==> src/rtl/hwpc_pkg.sv <==
// Shared types and constants for the host watchdog and power-cycle supervisor.
// No dependencies; the regs, core, top level and testbench import this package.
`default_nettype none

package hwpc_pkg;

    // item kinds carried in the kind field of an input beat
    typedef enum logic [1:0] {
        KIND_TICK  = 2'd0,
        KIND_CMD   = 2'd1,
        KIND_DELAY = 2'd2,
        KIND_COUNT = 2'd3
    } t_kind;

    // host command codes, compared on all 16 bits
    localparam logic [15:0] CMD_CLEAR = 16'h0001;
    localparam logic [15:0] CMD_RESET = 16'h0011;
    localparam logic [15:0] CMD_CYCLE = 16'h0021;

    localparam logic [15:0] MIN_LIMIT       = 16'd300;
    localparam logic [7:0]  DEFAULT_DELAY   = 8'd30;
    localparam logic [7:0]  DEFAULT_TIMEOUT = 8'd30;
    localparam logic [7:0]  DELAY_MAX       = 8'hFF;

    // configuration register map: register select is paddr[2]
    localparam int          CFG_ADDR_BITS     = 3;
    localparam logic        REG_ELAPSED_LIMIT = 1'b0;
    localparam logic        REG_ERROR_TIMEOUT = 1'b1;

    typedef struct packed {
        logic [15:0] elapsed_limit;
        logic [7:0]  error_timeout;
    } t_cfg;

    typedef struct packed {
        t_kind       kind;
        logic [15:0] value;
        logic        bus_error;
    } t_item;

    typedef struct packed {
        logic        shutdown;
        logic        soft_reset;
        logic [15:0] elapsed_now;
        logic        cycle_pending;
        logic [7:0]  cycle_remaining;
    } t_result;

endpackage

`default_nettype wire

==> src/rtl/hwpc_if.sv <==
// Valid/ready channel interfaces for input items and result beats.
// Depends on nothing; payload widths follow the package field layout.
`default_nettype none

interface hwpc_in_if;
    logic        valid;
    logic        ready;
    logic [1:0]  kind;
    logic [15:0] value;
    logic        bus_error;

    modport source (output valid, output kind, output value, output bus_error, input ready);
    modport sink   (input valid, input kind, input value, input bus_error, output ready);
endinterface

interface hwpc_out_if;
    logic        valid;
    logic        ready;
    logic        shutdown;
    logic        soft_reset;
    logic [15:0] elapsed_now;
    logic        cycle_pending;
    logic [7:0]  cycle_remaining;

    modport source (output valid, output shutdown, output soft_reset, output elapsed_now,
                    output cycle_pending, output cycle_remaining, input ready);
    modport sink   (input valid, input shutdown, input soft_reset, input elapsed_now,
                    input cycle_pending, input cycle_remaining, output ready);
endinterface

`default_nettype wire

==> src/rtl/hwpc_regs.sv <==
// APB-style configuration registers: elapsed limit and bus-error timeout.
// Depends on hwpc_pkg for the register map and the t_cfg type.
`default_nettype none

module hwpc_regs
    import hwpc_pkg::*;
(
    input  wire logic                     i_clk,
    input  wire logic                     i_rst_n,
    input  wire logic                     psel,
    input  wire logic                     penable,
    input  wire logic                     pwrite,
    input  wire logic [CFG_ADDR_BITS-1:0] paddr,
    input  wire logic [31:0]              pwdata,
    output logic      [31:0]              prdata,
    output logic                          pready,
    output t_cfg                          o_cfg
);

    logic [15:0] r_elapsed_limit;
    logic [7:0]  r_error_timeout;
    logic        wr_en;

    assign pready = 1'b1;
    assign wr_en  = psel & penable & pwrite & pready;

    // register writes in the access phase
    always_ff @(posedge i_clk) begin
        if (!i_rst_n) begin
            r_elapsed_limit <= MIN_LIMIT;
            r_error_timeout <= DEFAULT_TIMEOUT;
        end else if (wr_en) begin
            case (paddr[2])
                REG_ELAPSED_LIMIT: r_elapsed_limit <= pwdata[15:0];
                REG_ERROR_TIMEOUT: r_error_timeout <= pwdata[7:0];
                default: ;
            endcase
        end
    end

    // read-back mux
    always_comb begin
        case (paddr[2])
            REG_ELAPSED_LIMIT: prdata = {16'd0, r_elapsed_limit};
            REG_ERROR_TIMEOUT: prdata = {24'd0, r_error_timeout};
            default:           prdata = 32'd0;
        endcase
    end

    assign o_cfg.elapsed_limit = r_elapsed_limit;
    assign o_cfg.error_timeout = r_error_timeout;

endmodule

`default_nettype wire

==> src/rtl/hwpc_core.sv <==
// Supervisor state and single-pass update for one item: elapsed counter,
// cycle countdown, bus-error countdown and soft reset. Depends on hwpc_pkg.
`default_nettype none

module hwpc_core
    import hwpc_pkg::*;
#(
    parameter int ELAPSED_BITS = 16
) (
    input  wire logic  i_clk,
    input  wire logic  i_rst_n,
    input  wire logic  i_step,
    input  wire t_item i_item,
    input  wire t_cfg  i_cfg,
    output t_result    o_result
);

    localparam int CW = (ELAPSED_BITS > 16) ? ELAPSED_BITS : 16;
    localparam logic [ELAPSED_BITS-1:0] ELAPSED_MAX = '1;

    logic [ELAPSED_BITS-1:0] r_elapsed, n_elapsed;
    logic                    r_cycle_req, n_cycle_req;
    logic [7:0]              r_cycle_count, n_cycle_count;
    logic [7:0]              r_error_count, n_error_count;
    logic [7:0]              r_cycle_delay, n_cycle_delay;
    logic                    r_shutdown, n_shutdown;

    logic [15:0]             eff_limit;
    logic                    at_limit;
    logic [ELAPSED_BITS-1:0] count_wr;
    logic [7:0]              delay_wr;
    logic [7:0]              err_dec;
    logic                    reset_now;

    // effective limit and write saturation
    assign eff_limit = (i_cfg.elapsed_limit < MIN_LIMIT) ? MIN_LIMIT : i_cfg.elapsed_limit;
    assign at_limit  = CW'(r_elapsed) >= CW'(eff_limit);
    assign count_wr  = (CW'(i_item.value) > CW'(ELAPSED_MAX)) ? ELAPSED_MAX
                                                               : ELAPSED_BITS'(i_item.value);
    assign delay_wr  = (i_item.value > 16'(DELAY_MAX)) ? DELAY_MAX : i_item.value[7:0];
    assign err_dec   = (r_error_count != 8'd0) ? r_error_count - 8'd1 : 8'd0;

    // next state: tick order is elapsed check, cycle countdown, bus-error check
    always_comb begin
        n_elapsed     = r_elapsed;
        n_cycle_req   = r_cycle_req;
        n_cycle_count = r_cycle_count;
        n_error_count = r_error_count;
        n_cycle_delay = r_cycle_delay;
        n_shutdown    = r_shutdown;
        reset_now     = 1'b0;
        case (i_item.kind)
            KIND_TICK: begin
                if (at_limit) begin
                    n_cycle_req   = 1'b1;
                    n_cycle_count = 8'd0;
                end else if (r_elapsed != ELAPSED_MAX) begin
                    n_elapsed = r_elapsed + 1'b1;
                end
                if (n_cycle_req) begin
                    if (n_cycle_count != 8'd0) begin
                        n_cycle_count = n_cycle_count - 8'd1;
                    end else begin
                        n_shutdown = 1'b1;
                    end
                end
                if (i_item.bus_error) begin
                    n_error_count = err_dec;
                    reset_now     = (err_dec == 8'd0);
                end else begin
                    n_error_count = i_cfg.error_timeout;
                end
            end
            KIND_CMD: begin
                if (i_item.value == CMD_CLEAR) begin
                    n_elapsed = '0;
                end else if (i_item.value == CMD_RESET) begin
                    reset_now = 1'b1;
                end else if (i_item.value == CMD_CYCLE) begin
                    n_cycle_req   = 1'b1;
                    n_cycle_count = r_cycle_delay;
                end
            end
            KIND_DELAY: n_cycle_delay = delay_wr;
            KIND_COUNT: n_elapsed     = count_wr;
            default: ;
        endcase
        // soft reset restores defaults, error count from cfg, regs untouched
        if (reset_now) begin
            n_elapsed     = '0;
            n_cycle_req   = 1'b0;
            n_cycle_count = 8'd0;
            n_error_count = i_cfg.error_timeout;
            n_cycle_delay = DEFAULT_DELAY;
            n_shutdown    = 1'b0;
        end
    end

    // result reflects the state after the item
    always_comb begin
        o_result.shutdown        = n_shutdown;
        o_result.soft_reset      = reset_now;
        o_result.elapsed_now     = 16'(n_elapsed);
        o_result.cycle_pending   = n_cycle_req;
        o_result.cycle_remaining = n_cycle_count;
    end

    // state registers advance once per item
    always_ff @(posedge i_clk) begin
        if (!i_rst_n) begin
            r_elapsed     <= '0;
            r_cycle_req   <= 1'b0;
            r_cycle_count <= 8'd0;
            r_error_count <= DEFAULT_TIMEOUT;
            r_cycle_delay <= DEFAULT_DELAY;
            r_shutdown    <= 1'b0;
        end else if (i_step) begin
            r_elapsed     <= n_elapsed;
            r_cycle_req   <= n_cycle_req;
            r_cycle_count <= n_cycle_count;
            r_error_count <= n_error_count;
            r_cycle_delay <= n_cycle_delay;
            r_shutdown    <= n_shutdown;
        end
    end

endmodule

`default_nettype wire

==> src/rtl/host_watchdog_power_cycler.sv <==
// Top level of the host watchdog and power-cycle supervisor.
// Depends on hwpc_pkg, hwpc_if, hwpc_regs and hwpc_core.
//
// Usage
//   i_item carries one event per beat: a one-second tick (with the bus-error
//   sample), a host command, a delay write or an elapsed counter write.
//   o_result returns exactly one beat per input beat, in order, showing the
//   shutdown line, the soft-reset strobe, the elapsed counter, the pending
//   cycle flag and the seconds left in the pending countdown.
//   The APB port holds elapsed_limit (0x0) and error_timeout (0x4); write it
//   only while no beat is in flight. pready is always high.
// Timing
//   An accepted beat is held in the input register, is evaluated in a
//   single combinational pass and lands in the result register, which drives
//   o_result.valid. One beat per cycle is sustained while the receiver keeps
//   ready high; the single-pass update of the supervisor state sets that rate.
// Reset and stall
//   A synchronous reset empties both stages and returns the state to the
//   reset values (limit 300, timeout 30, delay 30). While the receiver holds
//   ready low the result beat is held and one more beat is taken into the
//   input register; after that i_item.ready drops until the result moves.
`default_nettype none

module host_watchdog_power_cycler
    import hwpc_pkg::*;
#(
    parameter int ELAPSED_BITS = 16
) (
    input  wire logic                     i_clk,
    input  wire logic                     i_rst_n,
    input  wire logic                     psel,
    input  wire logic                     penable,
    input  wire logic                     pwrite,
    input  wire logic [CFG_ADDR_BITS-1:0] paddr,
    input  wire logic [31:0]              pwdata,
    output logic      [31:0]              prdata,
    output logic                          pready,
    hwpc_in_if.sink                       i_item,
    hwpc_out_if.source                    o_result
);

    t_cfg    cfg;
    t_item   r_in_item;
    logic    r_in_valid;
    t_result r_out_res;
    logic    r_out_valid;
    t_result core_res;
    logic    advance;
    logic    step;
    logic    in_accept;

    hwpc_regs u_regs (
        .i_clk   (i_clk),
        .i_rst_n (i_rst_n),
        .psel    (psel),
        .penable (penable),
        .pwrite  (pwrite),
        .paddr   (paddr),
        .pwdata  (pwdata),
        .prdata  (prdata),
        .pready  (pready),
        .o_cfg   (cfg)
    );

    hwpc_core #(
        .ELAPSED_BITS (ELAPSED_BITS)
    ) u_core (
        .i_clk    (i_clk),
        .i_rst_n  (i_rst_n),
        .i_step   (step),
        .i_item   (r_in_item),
        .i_cfg    (cfg),
        .o_result (core_res)
    );

    // handshake: result stage frees when empty or taken
    assign advance      = !r_out_valid || o_result.ready;
    assign step         = r_in_valid && advance;
    assign i_item.ready = !r_in_valid || advance;
    assign in_accept    = i_item.valid && i_item.ready;

    // input register
    always_ff @(posedge i_clk) begin
        if (!i_rst_n) begin
            r_in_valid <= 1'b0;
        end else if (in_accept) begin
            r_in_valid <= 1'b1;
        end else if (step) begin
            r_in_valid <= 1'b0;
        end
    end

    always_ff @(posedge i_clk) begin
        if (in_accept) begin
            r_in_item.kind      <= t_kind'(i_item.kind);
            r_in_item.value     <= i_item.value;
            r_in_item.bus_error <= i_item.bus_error;
        end
    end

    // result register
    always_ff @(posedge i_clk) begin
        if (!i_rst_n) begin
            r_out_valid <= 1'b0;
        end else if (advance) begin
            r_out_valid <= r_in_valid;
        end
    end

    always_ff @(posedge i_clk) begin
        if (step) begin
            r_out_res <= core_res;
        end
    end

    assign o_result.valid           = r_out_valid;
    assign o_result.shutdown        = r_out_res.shutdown;
    assign o_result.soft_reset      = r_out_res.soft_reset;
    assign o_result.elapsed_now     = r_out_res.elapsed_now;
    assign o_result.cycle_pending   = r_out_res.cycle_pending;
    assign o_result.cycle_remaining = r_out_res.cycle_remaining;

endmodule

`default_nettype wire

==> src/flat_wrapper.sv <==
// flat-port wrapper written by rule: the top's interface ports become plain ports
module host_watchdog_power_cycler_flat import hwpc_pkg::*;
#(
    parameter int ELAPSED_BITS = 16
)
  (i_clk, i_rst_n, psel, penable, pwrite, paddr, pwdata, prdata, pready, i_item_valid, i_item_kind, i_item_value, i_item_bus_error, i_item_ready, o_result_valid, o_result_shutdown, o_result_soft_reset, o_result_elapsed_now, o_result_cycle_pending, o_result_cycle_remaining, o_result_ready);
  hwpc_in_if i_item_i ();
  hwpc_out_if o_result_i ();
  input  wire logic i_clk;
  input  wire logic i_rst_n;
  input  wire logic psel;
  input  wire logic penable;
  input  wire logic pwrite;
  input  wire logic [CFG_ADDR_BITS-1:0] paddr;
  input  wire logic [31:0] pwdata;
  output logic      [31:0] prdata;
  output logic pready;
  input wire logic [$bits(i_item_i.valid)-1:0] i_item_valid;
  input wire logic [$bits(i_item_i.kind)-1:0] i_item_kind;
  input wire logic [$bits(i_item_i.value)-1:0] i_item_value;
  input wire logic [$bits(i_item_i.bus_error)-1:0] i_item_bus_error;
  output wire logic [$bits(i_item_i.ready)-1:0] i_item_ready;
  output wire logic [$bits(o_result_i.valid)-1:0] o_result_valid;
  output wire logic [$bits(o_result_i.shutdown)-1:0] o_result_shutdown;
  output wire logic [$bits(o_result_i.soft_reset)-1:0] o_result_soft_reset;
  output wire logic [$bits(o_result_i.elapsed_now)-1:0] o_result_elapsed_now;
  output wire logic [$bits(o_result_i.cycle_pending)-1:0] o_result_cycle_pending;
  output wire logic [$bits(o_result_i.cycle_remaining)-1:0] o_result_cycle_remaining;
  input wire logic [$bits(o_result_i.ready)-1:0] o_result_ready;
  assign i_item_i.valid = i_item_valid;
  assign i_item_i.kind = i_item_kind;
  assign i_item_i.value = i_item_value;
  assign i_item_i.bus_error = i_item_bus_error;
  assign i_item_ready = i_item_i.ready;
  assign o_result_valid = o_result_i.valid;
  assign o_result_shutdown = o_result_i.shutdown;
  assign o_result_soft_reset = o_result_i.soft_reset;
  assign o_result_elapsed_now = o_result_i.elapsed_now;
  assign o_result_cycle_pending = o_result_i.cycle_pending;
  assign o_result_cycle_remaining = o_result_i.cycle_remaining;
  assign o_result_i.ready = o_result_ready;
  host_watchdog_power_cycler #(.ELAPSED_BITS(ELAPSED_BITS)) u_core (.i_clk(i_clk), .i_rst_n(i_rst_n), .psel(psel), .penable(penable), .pwrite(pwrite), .paddr(paddr), .pwdata(pwdata), .prdata(prdata), .pready(pready), .i_item(i_item_i), .o_result(o_result_i));
endmodule
==> config.mk <==
export PLATFORM = sky130hd
export DESIGN_NAME = host_watchdog_power_cycler_flat
export DESIGN_NICKNAME = d
export VERILOG_FILES = /design/src/rtl/hwpc_pkg.sv /design/src/rtl/hwpc_if.sv /design/src/rtl/hwpc_regs.sv /design/src/rtl/hwpc_core.sv /design/src/rtl/host_watchdog_power_cycler.sv /design/src/flat_wrapper.sv
export SDC_FILE = /design/constraint.sdc
export NUM_CORES = 1
export LEC_CHECK = 0
export BUFFER_PORTS_ARGS = -buffer_cell sky130_fd_sc_hd__buf_2
export CAP_MARGIN = 40
export CORE_MARGIN = 3
export CORE_UTILIZATION = 45
export CTS_CLUSTER_DIAMETER = 150
export DETAILED_ROUTE_END_ITERATION = 12
export MAX_ROUTING_LAYER = met4
export PLACE_DENSITY = 0.66
export SLEW_MARGIN = 40
export SYNTH_ARGS = -nofsm -noshare
export SYNTH_HDL_FRONTEND = slang
export SYNTH_SLANG_ARGS = --single-unit
export TNS_END_PERCENT = 30
==> constraint.sdc <==
create_clock -name i_clk -period 5.7 [get_ports i_clk]
set_input_delay 0.855 -clock i_clk [delete_from_list [all_inputs] [get_ports i_clk]]
set_output_delay 0.855 -clock i_clk [all_outputs]
set_load 0.03 [all_outputs]
==> results of run 1 <==
[worst register-to-register path, stage by stage, from the launching register on]
cell and delay [ns]:
dfxtp_1 0.33, nor4_1 0.36, nand2_1 0.14, a21oi_1 0.23
nor2_1 0.07, ha_1 0.28, a211oi_1 0.19, o21ai_0 0.11
a21oi_1 0.43, o211a_1 0.39, nand2_1 0.12, ha_1 0.37
a31o_4 0.31, or4_1 0.52, o31a_1 0.30, o31ai_1 0.19
a21boi_1 0.09
[worst max-delay path by stage]
stage,endpoint,slack (ns),cells past startpoint
after floorplan,u_core.o_result.cycle_remaining[5],1.37,19
after global placement,u_core.o_result.cycle_remaining[5],1.10,16
after detailed placement,u_core.o_result.cycle_remaining[5],1.06,16
after CTS,u_core.o_result.cycle_remaining[5],1.01,16
after global routing,u_core.o_result.cycle_remaining[5],0.54,16
final,u_core.o_result.cycle_remaining[5],0.99,16
[layout make-up]
type | count | area, µm²
well taps | 184 | 230
clock buffers | 22 | 454
flip-flops and latches | 114 | 2740
inverters | 22 | 85.1
clock inverters | 10 | 181
repair buffers | 94 | 490
fillers | 1377 | 6790
multi-input cells | 612 | 3840
[state kept, by name, indices dropped and copies added, names as in the netlist, 8 cells and up]
register                         cells
u_core.r_in_item                    19
u_core.o_result.elapsed_now         16
u_core.u_core.r_elapsed             16
u_core.u_regs.r_elapsed_limit       16
u_core.o_result.cycle_remaining      8
u_core.u_core.r_cycle_count          8
u_core.u_core.r_cycle_delay          8
u_core.u_core.r_error_count          8
u_core.u_regs.r_error_timeout        8
[logic make-up (layout without fill, tap and decap cells)]
group                    count (synthesis)  after routing
buffers and inverters                   88            148
AO/OA/AOI/OAI                          220            220
AND/OR/NAND/NOR                        337            337
flip-flops                             114            114
other                                    2             17
adder cells (fa/ha/maj)                 20             20
multiplexers                            14             14
XOR/XNOR                                 4              4
[metal layers]
metal / vias up / track usage, %
met5: - / -
met2: 300 / 34.6
met4: 0 / 6.90
li1: 3079 / -
met1: 2986 / 34.9
met3: 41 / 5.65
[cell usage in the layout (no fill, tap or decap), types with 12 or more instances in the layout]
master / Yosys / routed
a21oi_1: 69 / 69
and3_1: 15 / 15
buf_2: 10 / 86
clkbuf_16: 0 / 17
conb_1: 2 / 17
dfxtp_1: 68 / 68
edfxtp_1: 46 / 46
ha_1: 20 / 20
inv_1: 21 / 21
nand2_1: 119 / 119
nand3_1: 37 / 37
nand4_1: 13 / 13
nor2_1: 56 / 54
nor3_1: 28 / 28
o211ai_1: 12 / 12
o21ai_0: 27 / 27
o31ai_1: 14 / 14
[where the power goes]
group	switching (mW)	internal (mW)
Clock	0.379	0.784
Combinational	0.217	0.0994
Sequential	0.0421	0.888
[through the flow]
step | cell area (µm²) | std cells | hold slack (ns)
finish | 8020 | 1058 | 0.462
global route | 8020 | 1058 | 0.476
CTS | 8020 | 1058 | 0.461
detailed placement | 7380 | 1026 | 0.454
global placement | 7380 | 1026 | 0.442
floorplan | 7020 | 814 | 0.431
==> flow_metrics.env, run 1 <==
export IMPL_required_ns=5.86
export IMPL_status="completed"
export IMPL_drive_gt1_share_pct=20.3
export IMPL_synthXorXnorAreaFrac_pct=0.503
export IMPL_h_tree_depth=4
export IMPL_synth_top_family_by_area="simple AND/OR/NAND/NOR gates"
export IMPL_syn_area_um2=6960
export IMPL_rsz0062_at_grt="no"
export IMPL_vias_per_cell=6.05
export IMPL_synthArstFlopShare_pct=0
export IMPL_power_leakage_nw=3.15
export IMPL_start_util_pct=47.0
export IMPL_cts_root_buffer="clkbuf_16"
export IMPL_vias=6406
export IMPL_rr_startpoint="u_core.u_regs.r_elapsed_limit[12]"
export IMPL_critPathMaxStageDelay_ns=0.52
export IMPL_crit_family="compound AO/OA/AOI/OAI gates"
export IMPL_syn_to_final_growth_pct=15.2
export IMPL_post_cts_buffers=0
export IMPL_wl_met1_mm=9.06
export IMPL_routabilityCongestion=0.895
export IMPL_die_h_um=130
export IMPL_antenna_found_initial=0
export IMPL_synth_edff_count=46
export IMPL_dr_wl_met3_mm=1.59
export IMPL_r2r_setup_slack_ns=0.99
export IMPL_crit_type="reg2reg"
export IMPL_synthSimpleGateAreaFrac_pct=25.2
export IMPL_overflow=0
export IMPL_worstRegToRegCells=16
export IMPL_synth_area_per_cell_um2=8.71
export IMPL_power_mw=2.41
export IMPL_drtPass1Iterations=5
export IMPL_slew_headroom_pct=44.9
export IMPL_syn_inst=799
export IMPL_dieArea_um2=17000
export IMPL_setup_tns_ns=0
export IMPL_core_um2=14800
export IMPL_crit_path_start_kind="register"
export IMPL_drcViolationCount=0
export IMPL_clk_latency_ns=0.42
export IMPL_synthAdderAreaFrac_pct=3.59
export IMPL_period_minus_slack_ns=4.71
export IMPL_finalCritPeriodShare_pct=82.6
export IMPL_cts_tree="yes"
export IMPL_cts_sinks=114
export IMPL_min_delay_worst_endpoint="u_core.u_core.r_cycle_delay[7]"
export IMPL_drtAntennaViolNets=0
export IMPL_reg2reg_to="u_core.o_result.cycle_remaining[5]"
export IMPL_wl_mm=19.5
export IMPL_numCtsBuffers=17
export IMPL_ctsResizeCount=0
export IMPL_place_ws_ns=1.06
export IMPL_hold_path_cell_count=2
export IMPL_crit_path_max_fanout=11
export IMPL_first_iter_violations=657
export IMPL_synth_common_cells="nand2_1, a21oi_1, dfxtp_1"
export IMPL_hpwl_mm=13.4
export IMPL_port_buffers=87
export IMPL_min_delay_path_class="reg2reg"
export IMPL_ys_top_cells_by_area="edfxtp_1, dfxtp_1, nand2_1, a21oi_1, ha_1"
export IMPL_routedWlPerCell_um=18.4
export IMPL_grt_pass1_wl_mm=31.6
export IMPL_startpoint="u_core.u_regs.r_elapsed_limit[12]"
export IMPL_top_layer_used="met4"
export IMPL_grt_usage_pct=24.4
export IMPL_ioPinCount=123
export IMPL_synth_compound_area_share_pct=22.6
export IMPL_path_cells="nor4_1 > nand2_1 > a21oi_1 > nor2_1 > ha_1 > a211oi_1 > o21ai_0 > a21oi_1 > o211a_1 > nand2_1 > ha_1 > a31o_4 > or4_1 > o31a_1 > o31ai_1 > a21boi_1"
export IMPL_utilization_pct=54.2
export IMPL_synth_seq_cells=114
export IMPL_synth_mux_area_fraction_pct=2.17
export IMPL_worst_path_buf_inv=0
export IMPL_powerDensity_nw_per_um2=300
export IMPL_route_met2_wl_mm=8.44
export IMPL_cp_slowest_cell="or4_1"
export IMPL_min_from="u_core.u_core.r_cycle_delay[7]"
export IMPL_synth_most_common_cell="nand2_1"
export IMPL_maxCapViolations=0
export IMPL_yosys_area_top_type="edfxtp_1"
export IMPL_skew_ns=0.00659
export IMPL_rows=44
export IMPL_synth_top_area_share_pct=19.8
export IMPL_ys_types=94
export IMPL_grt_pass1_vias=5867
export IMPL_vdd_drop_max_v=0.000331
export IMPL_path_clk_slew_ns=0.06
export IMPL_nNetsFinal=942
export IMPL_maxSlewViolCount=0
export IMPL_clock_path_buffers=2
export IMPL_grt_max_degree=44
export IMPL_holdBufCountCts=0
export IMPL_layout_setup_ws_ns=0.994
export IMPL_tightest_slew_ns=0.826
export IMPL_hold_viol=0
export IMPL_synth_ff_type="dfxtp_1"
export IMPL_max_freq_mhz=212
export IMPL_die_x_um=130
export IMPL_num_antenna_cells=0
export IMPL_seq_area_frac_synth_pct=39.4
export IMPL_cp_end_kind="register"
export IMPL_synth_warnings=0
export IMPL_setup_violations=0
export IMPL_crit_arrival_ns=4.86
Note: power is estimated with default switching activity, not from simulation.
==> inputs of run 2 (changes only) <==
- clock period: 5.7 -> 4.8 ns (I/O delays scaled with it)
==> run 2 against run 1 <==
  * Utilization unchanged
  * Sequential power increased by 18%
  * Combinational power up 20%
  * Sequential share of layout area is the same
  * Via count rose by 0.52%
  * Global-route usage shrank 0.32 points
  * Cell count grew 0.38%
  * Critical path depth unchanged
  * Sequential cell count did not move
  * Clock-buffer cell count down 3
  * Critical endpoint unchanged
  * Largest power group unchanged
==> flow_metrics.env, run 2 (synthesis results as in run 1) <==
export IMPL_route_met2_wl_mm=8.33
export IMPL_routedWlPerCell_um=18.3
export IMPL_final_cell_mix="nand2_1, buf_2, a21oi_1"
export IMPL_cts_tree="yes"
export IMPL_grt_usage_pct=24.0
export IMPL_maxCapViolations=0
export IMPL_path_clk_slew_ns=0.05
export IMPL_crit_type="reg2reg"
export IMPL_start_util_pct=47.0
export IMPL_max_freq_mhz=227
export IMPL_powerDensity_nw_per_um2=346
export IMPL_worstRegToRegCells=16
export IMPL_ioPinCount=123
export IMPL_grt_pass1_vias=5771
export IMPL_largest_reg_flops=19
export IMPL_tightest_slew_ns=0.875
export IMPL_finalCritPeriodShare_pct=91.8
export IMPL_rows=44
export IMPL_clk_latency_ns=0.42
export IMPL_crit_arrival_ns=4.57
export IMPL_final_common_cell="nand2_1"
export IMPL_layout_setup_ws_ns=0.395
export IMPL_fin_area_um2=8020
export IMPL_die_h_um=130
export IMPL_required_ns=4.96
export IMPL_syn_to_final_growth_pct=15.2
export IMPL_period_minus_slack_ns=4.41
export IMPL_drcViolationCount=0
export IMPL_routabilityCongestion=0.911
export IMPL_crit_path_max_fanout=6
export IMPL_status="completed"
export IMPL_utilization_pct=54.2
export IMPL_grt_max_degree=44
export IMPL_place_inst=1030
export IMPL_final_cells=1062
export IMPL_rsz0062_at_grt="no"
export IMPL_slew_headroom_pct=41.6
export IMPL_top_register="u_core.r_in_item"
export IMPL_overflow=0
export IMPL_maxSlewViolCount=0
export IMPL_numCtsBuffers=17
export IMPL_dr_wl_met3_mm=1.72
export IMPL_cts_root_buffer="clkbuf_16"
export IMPL_place_area_um2=7410
export IMPL_top_layer_used="met4"
export IMPL_antenna_found_initial=0
export IMPL_first_iter_violations=612
export IMPL_num_antenna_cells=0
export IMPL_ctsResizeCount=0
export IMPL_fillerInstances=1388
export IMPL_drtAntennaViolNets=0
export IMPL_drtPass1Iterations=5
export IMPL_die_x_um=130
export IMPL_cts_sinks=114
export IMPL_dieArea_um2=17000
export IMPL_drive_gt1_share_pct=20.7
export IMPL_h_tree_depth=4
export IMPL_clock_path_buffers=2
export IMPL_power_mw=2.78
export IMPL_hold_viol=0
export IMPL_setup_violations=0
export IMPL_min_delay_path_class="reg2reg"
export IMPL_vdd_drop_max_v=0.000251
export IMPL_power_leakage_nw=3.15
export IMPL_nNetsFinal=946
export IMPL_holdBufCountCts=0
export IMPL_cp_end_kind="register"
export IMPL_port_buffers=87
export IMPL_grt_pass1_wl_mm=31.1
export IMPL_vias_per_cell=6.06
export IMPL_core_um2=14800
export IMPL_crit_path_start_kind="register"
export IMPL_timing_hold_ws_ns=0.454
export IMPL_post_cts_buffers=0
export IMPL_wl_met1_mm=9.11
export IMPL_skew_ns=0.00901
export IMPL_setup_tns_ns=0
export IMPL_wl_mm=19.5
export IMPL_hpwl_mm=13.7
export IMPL_vias=6439
export IMPL_place_ws_ns=0.426
export IMPL_hold_path_cell_count=2
-- run 2: changes by cell type in the layout (fill, tap and decap cells not counted), sizes merged --
cell / previous run / this run
buf: 94 / 98
bufinv: 5 / 3
clkbuf: 22 / 19
clkinv: 4 / 5
clkinvlp: 1 / 4
inv: 22 / 23
-- run 2: critical path, stage by stage (launching register included) --
cell and delay, ns:
dfxtp_1 0.32, nor4_1 0.38, nand2_1 0.13, a21oi_1 0.22, nor2_1 0.07, ha_1 0.29, a211oi_1 0.18, o21ai_0 0.13
a21oi_1 0.40, o211a_1 0.31, nand2_1 0.10, ha_1 0.24, a31o_4 0.25, or4_1 0.52, o31a_1 0.31, o31ai_1 0.20
a21boi_1 0.09
-- run 2: routing by layer --
| layer | vias to the layer above | GRT usage, % |
|---|---|---|
| li1 | 3092 | - |
| met1 | 3031 | 34.4 |
| met2 | 289 | 34.3 |
| met3 | 27 | 5.37 |
| met4 | 0 | 6.90 |
| met5 | - | - |
-- run 2: path summary, 6_finish.rpt --
| path | from | to | slack [ns] |
|---|---|---|---|
| setup reg to reg | u_core.u_regs.r_elapsed_limit[12] | u_core.o_result.cycle_remaining[5] | 0.39 |
| hold reg to reg | u_core.u_core.r_cycle_delay[0] | u_core.u_core.r_cycle_delay[0] | 0.45 |
| hold / removal | u_core.u_core.r_cycle_delay[0] | u_core.u_core.r_cycle_delay[0] | 0.45 |
| setup / recovery | u_core.u_regs.r_elapsed_limit[12] | u_core.o_result.cycle_remaining[5] | 0.39 |
-- run 2: final cells by class --
class                           count  area [µm²]  area share [%]
Clock buffer                       19         453            5.64
Clock inverter                     13         159            1.98
Inverter                           22        85.1            1.06
Multi-Input combinational cell    612        3840            47.8
Sequential cell                   114        2740            34.2
Tap cell                          184         230            2.87
Timing Repair Buffer               98         518            6.46
-- run 2: report_power, final --
part	switching, mW	total (mW)	internal (mW)
Combinational	0.260	0.380	0.120
Sequential	0.0490	1.10	1.05
Clock	0.456	1.30	0.840
==> inputs of run 3 (changes only) <==
- BUFFER_PORTS_ARGS: -buffer_cell sky130_fd_sc_hd__buf_2 -> -buffer_cell sky130_fd_sc_hd__buf_4
- SETUP_SLACK_MARGIN: not set -> 0.05
==> run 3 against run 2 <==
  * Power fell by 4.9%
  * Critical path depth did not move
  * Utilization rose by 0.92 points
  * Clock power fell by 13%
  * Cell count did not move
  * Die area did not move
  * Via count rose by 3.0%
  * Non-clock buffer count did not move
  * Clock skew rose by 0.0032 ns
  * Design area rose by 1.7%
  * Worst setup slack got worse by 0.027 ns
  * Global-route usage rose by 1.4 points
  * Largest cell class unchanged
  * Highest routed layer unchanged
==> flow_metrics.env, run 3 (synthesis results as in run 1) <==
export IMPL_status="completed"
export IMPL_setup_violations=0
export IMPL_hold_viol=0
export IMPL_grt_usage_pct=25.4
export IMPL_cts_root_buffer="clkbuf_16"
export IMPL_grt_max_degree=44
export IMPL_crit_path_max_fanout=6
export IMPL_routedWlPerCell_um=19.5
export IMPL_min_delay_path_class="reg2reg"
export IMPL_drtPass1Iterations=5
export IMPL_max_freq_mhz=226
export IMPL_start_util_pct=47.0
export IMPL_min_from="u_core.u_core.r_cycle_delay[0]"
export IMPL_nNetsFinal=946
export IMPL_largest_reg_flops=19
export IMPL_skew_ns=0.0122
export IMPL_crit_type="reg2reg"
export IMPL_maxCapViolations=0
export IMPL_grt_pass1_vias=6204
export IMPL_die_x_um=130
export IMPL_drcViolationCount=0
export IMPL_fillerInstances=1360
export IMPL_rr_startpoint="u_core.u_regs.r_elapsed_limit[4]"
export IMPL_setup_tns_ns=0
export IMPL_first_iter_violations=771
export IMPL_grt_pass1_wl_mm=32.9
export IMPL_crit_path_start_kind="register"
export IMPL_ctsResizeCount=0
export IMPL_hpwl_mm=14.5
export IMPL_clock_path_buffers=2
export IMPL_syn_to_final_growth_pct=17.2
export IMPL_overflow=0
export IMPL_rows=44
export IMPL_cp_end_kind="register"
export IMPL_maxSlewViolCount=0
export IMPL_powerDensity_nw_per_um2=324
export IMPL_top_register="u_core.r_in_item"
export IMPL_required_ns=4.96
export IMPL_vdd_drop_max_v=0.000254
export IMPL_h_tree_depth=4
export IMPL_routabilityCongestion=0.953
export IMPL_vias=6629
export IMPL_path_clk_slew_ns=0.06
export IMPL_cts_sinks=114
export IMPL_post_cts_buffers=0
export IMPL_slew_headroom_pct=48.3
export IMPL_finalCritPeriodShare_pct=92.3
export IMPL_cts_tree="yes"
export IMPL_die_h_um=130
export IMPL_crit_arrival_ns=4.59
export IMPL_grt_met3_usage_pct=5.69
export IMPL_power_mw=2.64
export IMPL_power_leakage_nw=3.17
export IMPL_numCtsBuffers=17
export IMPL_num_antenna_cells=0
export IMPL_drtAntennaViolNets=0
export IMPL_vias_per_cell=6.24
export IMPL_seqCellArea_um2=2740
export IMPL_final_common_cell="nand2_1"
export IMPL_rsz0062_at_grt="no"
export IMPL_drive_gt1_share_pct=20.7
export IMPL_multi_input_area_um2=3840
export IMPL_antenna_found_initial=0
export IMPL_clk_latency_ns=0.43
export IMPL_ioPinCount=123
export IMPL_final_cell_mix="nand2_1, buf_4, a21oi_1"
export IMPL_core_um2=14800
export IMPL_startpoint="u_core.u_regs.r_elapsed_limit[4]"
export IMPL_tightest_slew_ns=0.770
export IMPL_use_met2_pct=38.3
export IMPL_period_minus_slack_ns=4.43
export IMPL_grt_use_met1_pct=34.0
export IMPL_dieArea_um2=17000
export IMPL_holdBufCountCts=0
export IMPL_top_usage_layer="met2"
export IMPL_port_buffers=87
export IMPL_wl_mm=20.7
[run 3: changes by cell type in the layout (fill, tap and decap cells not counted), sizes merged]
cell,previous run,this run
clkbuf,19,18
clkinvlp,4,5
clkinv,5,8
bufinv,3,0
[run 3: final cells by class]
| type | count | area share [%] |
|---|---|---|
| Timing Repair Buffer | 98 | 9.02 |
| Clock buffer | 18 | 5.38 |
| Multi-Input combinational cell | 612 | 47.0 |
| Clock inverter | 14 | 1.12 |
| Sequential cell | 114 | 33.6 |
| Tap cell | 184 | 2.82 |
| Inverter | 22 | 1.04 |
[run 3: layer usage]
layer | vias to the layer above | part of all wire [%]
li1 | 3088 | -
met1 | 3104 | 44
met2 | 380 | 45
met3 | 57 | 8.7
met4 | 0 | 2.4
met5 | - | 0
[run 3: worst paths after layout]
check	end	slack, ns	cells past startpoint
worst min-delay path	u_core.u_core.r_cycle_delay[0]	0.46	2
worst max-delay path	u_core.o_result.cycle_remaining[5]	0.37	16
worst min register to register	u_core.u_core.r_cycle_delay[0]	0.46	2
worst max register to register	u_core.o_result.cycle_remaining[5]	0.37	16
[run 3: where the power goes]
group,switching [mW],internal [mW],total (mW)
registers,0.0481,1.05,1.10
clock network,0.466,0.665,1.13
logic,0.270,0.138,0.408
total,0.784,1.86,2.64
[run 3: through the flow]
stage | instances | hold WS (ns) | setup WS (ns) | cell area (µm²) | utilization (%)
3_3_place_gp | 1030 | 0.443 | 0.493 | 7620 | 51.5
3_5_place_dp | 1030 | 0.453 | 0.441 | 7630 | 51.5
4_1_cts | 1062 | 0.462 | 0.391 | 8160 | 55.1
2_1_floorplan | 814 | 0.431 | 0.471 | 7020 | -
5_1_grt | 1062 | 0.465 | 0.0644 | 8160 | 55.1
6_report | 1062 | 0.456 | 0.368 | 8160 | 55.1
[run 3: critical path: stages (launching register included)]
cell      delay, ns
dfxtp_1        0.35
a21o_1         0.17
a211o_1        0.30
a21oi_1        0.23
nor2_1         0.07
ha_1           0.29
a211oi_1       0.19
o21ai_0        0.12
a21oi_1        0.42
o211a_1        0.39
nand2_1        0.13
ha_1           0.24
a31o_4         0.25
or4_1          0.43
o31a_1         0.29
o31ai_1        0.20
a21boi_1       0.09
